File: config.mk
export PLATFORM = sky130hd
export DESIGN_NAME = linked_stack_with_removal_unit
export DESIGN_NICKNAME = d
export VERILOG_FILES = /design/src/hw/rtl/lsr_pkg.sv /design/src/hw/rtl/linked_stack_with_removal_unit.sv
export SDC_FILE = /design/constraint.sdc
export NUM_CORES = 1
export LEC_CHECK = 0
export BUFFER_PORTS_ARGS = -buffer_cell sky130_fd_sc_hd__buf_4
export CAP_MARGIN = 20
export CORE_MARGIN = 2
export CORE_UTILIZATION = 35
export DETAILED_ROUTE_END_ITERATION = 10
export MAX_ROUTING_LAYER = met4
export PLACE_DENSITY = 0.61
export SLEW_MARGIN = 25
export SYNTH_ARGS = -nofsm -noshare
export SYNTH_HDL_FRONTEND = slang
export SYNTH_SLANG_ARGS = --single-unit
File: constraint.sdc
create_clock -name clk -period 10.9 [get_ports clk]
set_clock_uncertainty 0.1 [all_clocks]
set_input_delay 2.18 -clock clk [delete_from_list [all_inputs] [get_ports clk]]
set_output_delay 2.18 -clock clk [all_outputs]
set_load 0.01 [all_outputs]
File: src/hw/rtl/lsr_pkg.sv
`timescale 1ns / 1ps

package lsr_pkg;

  localparam int SLOTS    = 16;
  localparam int SLOT_W   = 4;
  localparam int LINK_W   = 5;
  localparam int COUNT_W  = 5;
  localparam int VALUE_W  = 32;

  localparam logic [LINK_W-1:0]  SENTINEL = LINK_W'(SLOTS);
  localparam logic [COUNT_W-1:0] FULL_CNT = COUNT_W'(SLOTS);

  typedef logic [1:0] req_t;
  typedef logic [1:0] status_t;

  localparam req_t REQ_PUSH = 2'd0;
  localparam req_t REQ_POP  = 2'd1;
  localparam req_t REQ_DEL  = 2'd2;

  localparam status_t ST_OK       = 2'd0;
  localparam status_t ST_EMPTY    = 2'd1;
  localparam status_t ST_BUSY     = 2'd2;
  localparam status_t ST_UNLINKED = 2'd3;

endpackage

File: src/hw/rtl/linked_stack_with_removal_unit.sv
`timescale 1ns / 1ps

// Stack of 16 slots kept as a doubly linked list with a bottom sentinel.
// Input channel (in_valid / in_stall): one request per accepted item, with
// in_req_type (push, pop, delete named slot), in_slot and in_value.
// Result channel (out_valid / out_stall): exactly one result per request,
// in order: out_popped_value (zero unless a pop succeeds), out_status
// (ok, empty, full or busy, not linked) and out_depth after the request.
// A request is captured in an input register, its link, value and in-use
// updates are worked out in one pass of short logic over the flop-based link
// tables, and the result lands in an output register. One request is
// accepted every cycle while the receiver does not stall; the link tables
// are read at one address each per cycle.
// While the receiver stalls, the result is held, the captured request waits
// behind it, and in_stall rises once both registers are full.
// Synchronous reset (rst_n low) empties the stack: no slot in use, depth
// zero, top at the sentinel; link and value tables are not cleared.
module linked_stack_with_removal_unit (
  input  logic                         clk,
  input  logic                         rst_n,
  input  logic                         in_valid,
  output logic                         in_stall,
  input  logic [1:0]                   in_req_type,
  input  logic [lsr_pkg::SLOT_W-1:0]   in_slot,
  input  logic [lsr_pkg::VALUE_W-1:0]  in_value,
  output logic                         out_valid,
  input  logic                         out_stall,
  output logic [lsr_pkg::VALUE_W-1:0]  out_popped_value,
  output logic [1:0]                   out_status,
  output logic [lsr_pkg::COUNT_W-1:0]  out_depth
);

  localparam int SLOTS   = lsr_pkg::SLOTS;
  localparam int SLOT_W  = lsr_pkg::SLOT_W;
  localparam int LINK_W  = lsr_pkg::LINK_W;
  localparam int COUNT_W = lsr_pkg::COUNT_W;
  localparam int VALUE_W = lsr_pkg::VALUE_W;

  // stack state
  logic [LINK_W-1:0]  next_link_r [0:SLOTS];
  logic [LINK_W-1:0]  prev_link_r [0:SLOTS];
  logic [VALUE_W-1:0] slot_value_r [0:SLOTS-1];
  logic [SLOTS-1:0]   in_use_r;
  logic [LINK_W-1:0]  top_r, top_nxt;
  logic [COUNT_W-1:0] count_r, count_nxt;

  // captured request
  logic                  req_valid_r;
  lsr_pkg::req_t         req_type_r;
  logic [SLOT_W-1:0]     req_slot_r;
  logic [VALUE_W-1:0]    req_value_r;

  // result register
  logic                  out_valid_r;
  logic [VALUE_W-1:0]    out_popped_r, popped_nxt;
  lsr_pkg::status_t      out_status_r, status_nxt;
  logic [COUNT_W-1:0]    out_depth_r;

  logic advance;
  logic take_in;

  // table access for the request in flight
  logic [LINK_W-1:0]  slot_link;
  logic [LINK_W-1:0]  prev_raddr;
  logic [LINK_W-1:0]  prev_rd;
  logic [LINK_W-1:0]  next_rd;
  logic               nl_we0, nl_we1, pl_we, val_we, use_set, use_clr;
  logic [LINK_W-1:0]  nl_wa0, nl_wd0, nl_wa1, nl_wd1, pl_wa, pl_wd;
  logic [SLOT_W-1:0]  use_clr_addr;

  assign advance  = req_valid_r && (!out_valid_r || !out_stall);
  assign in_stall = req_valid_r && !advance;
  assign take_in  = in_valid && !in_stall;

  assign slot_link  = {1'b0, req_slot_r};
  assign prev_raddr = (req_type_r == lsr_pkg::REQ_POP) ? top_r : slot_link;
  assign prev_rd    = prev_link_r[prev_raddr];
  assign next_rd    = next_link_r[slot_link];

  always_comb begin
    status_nxt   = lsr_pkg::ST_OK;
    popped_nxt   = '0;
    top_nxt      = top_r;
    count_nxt    = count_r;
    nl_we0       = 1'b0;
    nl_wa0       = top_r;
    nl_wd0       = slot_link;
    nl_we1       = 1'b0;
    nl_wa1       = slot_link;
    nl_wd1       = lsr_pkg::SENTINEL;
    pl_we        = 1'b0;
    pl_wa        = slot_link;
    pl_wd        = top_r;
    val_we       = 1'b0;
    use_set      = 1'b0;
    use_clr      = 1'b0;
    use_clr_addr = req_slot_r;
    case (req_type_r)
      lsr_pkg::REQ_PUSH: begin
        if (in_use_r[req_slot_r] || count_r >= lsr_pkg::FULL_CNT) begin
          status_nxt = lsr_pkg::ST_BUSY;
        end else begin
          // link above the old top, sentinel above the new one
          nl_we0    = 1'b1;
          nl_we1    = 1'b1;
          pl_we     = 1'b1;
          val_we    = 1'b1;
          use_set   = 1'b1;
          top_nxt   = slot_link;
          count_nxt = count_r + 1'b1;
        end
      end
      lsr_pkg::REQ_POP: begin
        if (count_r == '0 || top_r >= lsr_pkg::SENTINEL) begin
          status_nxt = lsr_pkg::ST_EMPTY;
        end else begin
          popped_nxt   = slot_value_r[top_r[SLOT_W-1:0]];
          nl_we0       = 1'b1;
          nl_wa0       = prev_rd;
          nl_wd0       = lsr_pkg::SENTINEL;
          top_nxt      = prev_rd;
          use_clr      = 1'b1;
          use_clr_addr = top_r[SLOT_W-1:0];
          count_nxt    = count_r - 1'b1;
        end
      end
      lsr_pkg::REQ_DEL: begin
        if (count_r == '0) begin
          status_nxt = lsr_pkg::ST_EMPTY;
        end else if (!in_use_r[req_slot_r]) begin
          status_nxt = lsr_pkg::ST_UNLINKED;
        end else begin
          // bridge the neighbors around the slot
          nl_we0    = 1'b1;
          nl_wa0    = prev_rd;
          nl_wd0    = next_rd;
          pl_we     = 1'b1;
          pl_wa     = next_rd;
          pl_wd     = prev_rd;
          use_clr   = 1'b1;
          if (top_r == slot_link) begin
            top_nxt = prev_rd;
          end
          count_nxt = count_r - 1'b1;
        end
      end
      default: begin
        status_nxt = lsr_pkg::ST_OK;
      end
    endcase
  end

  // link and value tables: no reset, only linked entries are ever read
  always_ff @(posedge clk) begin
    if (advance) begin
      if (nl_we0) begin
        next_link_r[nl_wa0] <= nl_wd0;
      end
      if (nl_we1) begin
        next_link_r[nl_wa1] <= nl_wd1;
      end
      if (pl_we) begin
        prev_link_r[pl_wa] <= pl_wd;
      end
      if (val_we) begin
        slot_value_r[req_slot_r] <= req_value_r;
      end
    end
  end

  always_ff @(posedge clk) begin
    if (!rst_n) begin
      in_use_r <= '0;
      top_r    <= lsr_pkg::SENTINEL;
      count_r  <= '0;
    end else if (advance) begin
      if (use_set) begin
        in_use_r[req_slot_r] <= 1'b1;
      end
      if (use_clr) begin
        in_use_r[use_clr_addr] <= 1'b0;
      end
      top_r   <= top_nxt;
      count_r <= count_nxt;
    end
  end

  always_ff @(posedge clk) begin
    if (!rst_n) begin
      req_valid_r <= 1'b0;
    end else if (take_in) begin
      req_valid_r <= 1'b1;
    end else if (advance) begin
      req_valid_r <= 1'b0;
    end
  end

  always_ff @(posedge clk) begin
    if (take_in) begin
      req_type_r  <= in_req_type;
      req_slot_r  <= in_slot;
      req_value_r <= in_value;
    end
  end

  always_ff @(posedge clk) begin
    if (!rst_n) begin
      out_valid_r <= 1'b0;
    end else if (advance) begin
      out_valid_r <= 1'b1;
    end else if (!out_stall) begin
      out_valid_r <= 1'b0;
    end
  end

  always_ff @(posedge clk) begin
    if (advance) begin
      out_popped_r <= popped_nxt;
      out_status_r <= status_nxt;
      out_depth_r  <= count_nxt;
    end
  end

  assign out_valid        = out_valid_r;
  assign out_popped_value = out_popped_r;
  assign out_status       = out_status_r;
  assign out_depth        = out_depth_r;

endmodule
==> reports/summary.txt <==
GP Congestion -> 0.880
Syn Area/Cell -> 17.6 µm²
PortBufs -> 82
DR WL/cell -> 23.9 µm
Drt initial violations -> 1659
Dpl cells -> 3006
Critical Path AT -> 5.66 ns
CP Class -> reg2reg
Area grow syn2layout -> 14.9%
Seq/Total Area, Yosys -> 70.6%
Drt first pass iters -> 5
Die Wd -> 306 µm
Num rows -> 110
Slew Limit Fails -> 0
Unrepaired setup endpoints after global routing -> false
Fin nets -> 1965
CTS tree -> yes
Initial antenna violation count -> 0
Async set-or-reset flop fraction in the synthesized netlist -> 0%
Most common cell in the netlist -> edfxtp_1
Starting Density -> 35.4%
Clock Pin Slew Worst Setup and Hold Paths -> 0.06 ns
Sink Count -> 786
First-pass GRT wire length -> 114000 µm
CP Max Fanout -> 46
Dominant cells by area after synthesis -> edfxtp_1 (64%), mux4_2 (13%), dfxtp_1 (7.0%), o221a_2 (1.3%), nor2b_1 (1.0%)
Leakage -> 0.0116 µW
Largest net degree at the start of global routing -> 94
Final period util -> 47.9%
Layout cells sized above 1 -> 26.2%
Distinct cells, synth -> 79
# hold bufs at CTS -> 0
Mapped Area -> 0.0318 mm²
Total Wirelength -> 75300 µm
Fin cells -> 3151
Final setup fails -> 0
Endpoints failing hold -> 0
Yosys top cell by area -> edfxtp_1
Yosys warning count -> 0
Root buf cell -> clkbuf_16
Worst-Skew Late Latency -> 0.66 ns
Max cap viols -> 0
GRT Util Overall -> 16.6%
Worst Tran Pin Value -> 1.01 ns
Post-synth EDFFs -> 674
Grt total ovfl -> 0
Die area -> 0.0934 mm²
CTS max path bufs -> 3
Synth Flop Type -> edfxtp_1
Syn nets -> 1860
Final HPWL DP -> 43900 µm
Remaining DRCs -> 0
Yosys reg bits -> 786
VDD IR-drop max -> 0.000115 V
Run status -> complete, no violations
N_diodes -> 0
Fin util -> 40.6%
Cts repair resizes -> 0
DIE HEIGHT -> 306 µm
Vias per cell -> 5.48
Core area -> 0.0900 mm²
Worst hold path class -> reg2reg
Setup TNS Final -> 0 ns
Post-CTS Setup Bufs -> 0
H-tree levels -> 3
Worst EP required -> 11.34 ns
# IOs -> 83
Cells after synthesis -> 1810
Post-synth top cells -> edfxtp_1 (674), mux4_2 (190), dfxtp_1 (112), nand2_1 (84), nor2_1 (79)
Vias in the first global route -> 17800
Slew headroom -> 32.4%
Pwr Density -> 177 mW/mm²
Post-route ant nets -> 0
CP Launch Type -> flip-flop
Total CTS buffers -> 83
Tmin final -> 5.22 ns
Fmax -> 0.191 GHz
Element type at the critical path end -> flip-flop
Via count -> 17300
Yosys top cell area share -> 63.6%
-- registers in the layout, indices dropped and copies added (netlist names), named ones only --
name	flops
out_depth	5
next_link_r	80
out_status	2
req_valid_r	1
req_slot_r	4
in_use_r	16
prev_link_r	85
count_r	5
slot_value_r	512
out_popped_value	32
top_r	5
out_valid	1
req_type_r	2
req_value_r	32
-- power by group --
part | internal [µW] | total (µW) | switching [µW]
clock network | 1610 | 2780 | 1170
registers | 3310 | 3360 | 55.9
logic | 151 | 350 | 199
total | 5070 | 6490 | 1430
-- placed cells by master (no fill, tap or decap), types with 6 or more instances in the layout --
cell,count
a211oi_1,33
a21oi_1,43
a22oi_1,15
a31oi_1,11
and2_1,41
and3_1,13
buf_4,119
bufinv_16,6
clkbuf_1,16
clkbuf_16,85
clkinv_1,13
clkinv_2,20
dfxtp_1,108
edfxtp_1,674
ha_1,8
inv_1,20
mux2i_1,16
mux4_2,190
nand2_1,84
nand2b_1,19
nand3_1,25
nor2_1,71
nor2_4,8
nor2b_1,52
nor3_1,19
o21a_1,7
o21ai_0,45
o221a_2,36
o221ai_1,7
o22ai_1,33
or2_2,6
-- cell families (layout without fill, tap and decap cells) --
| group | Yosys count | in the layout | synth area share (%) |
|---|---|---|---|
| AND/OR/NAND/NOR | 376 | 376 | 6.31 |
| adder cells (fa/ha/maj) | 8 | 8 | 0.315 |
| multiplexers | 211 | 211 | 14.2 |
| flip-flops | 786 | 786 | 70.6 |
| buffers and inverters | 133 | 298 | 1.67 |
| XOR/XNOR | 5 | 5 | 0.138 |
| AO/OA/AOI/OAI | 291 | 291 | 6.77 |
-- metal layers --
metal | wire [µm] | track usage [%] | up-vias
met5 | 0 | - | -
met4 | 1840 | 5.28 | 0
met1 | 32400 | 22.0 | 8992
met2 | 36500 | 26.4 | 570
li1 | - | - | 7573
met3 | 4530 | 2.58 | 118
-- path summary, 6_finish.rpt --
path                           from                 to  slack, ns  cells past startpoint
setup / recovery      req_type_r[1]  next_link_r[4][4]       5.68                     12
hold / removal    next_link_r[4][3]  next_link_r[4][3]       0.36                      2
setup reg to reg      req_type_r[1]  next_link_r[4][4]       5.68                     12
hold reg to reg   next_link_r[4][3]  next_link_r[4][3]       0.36                      2
-- worst max-delay path: stages, from the launching register on --
cell      delay [ns]
edfxtp_1        0.45
inv_1           0.11
ha_1            0.15
buf_4           0.39
nand2b_1        0.53
o22ai_1         0.34
o21ai_0         0.16
a22oi_1         0.26
a41oi_1         0.33
o21ai_1         0.84
and3_1          0.81
nand2_1         0.30
a211o_1         0.35
-- final cells by class --
type	count	area, µm²
clock buffers	105	2240
clock inverters	40	427
fillers	8029	53400
inverters	32	131
multi-input cells	891	8890
flip-flops and latches	786	22500
well taps	1176	1470
repair buffers	121	925
-- through the flow --
step / cell area [µm²] / setup WS (ns) / hold slack (ns) / power (µW)
after CTS: 36600 / 5.84 / 0.360 / 6550
after global placement: 33900 / 5.28 / 0.350 / 3770
after global routing: 36600 / 5.45 / 0.387 / 6700
after detailed placement: 33900 / 5.15 / 0.352 / 3770
after floorplan: 31800 / 5.12 / 0.330 / 3640
final: 36600 / 5.68 / 0.363 / 6490
No activity file was read; power rests on OpenSTA's default activity.
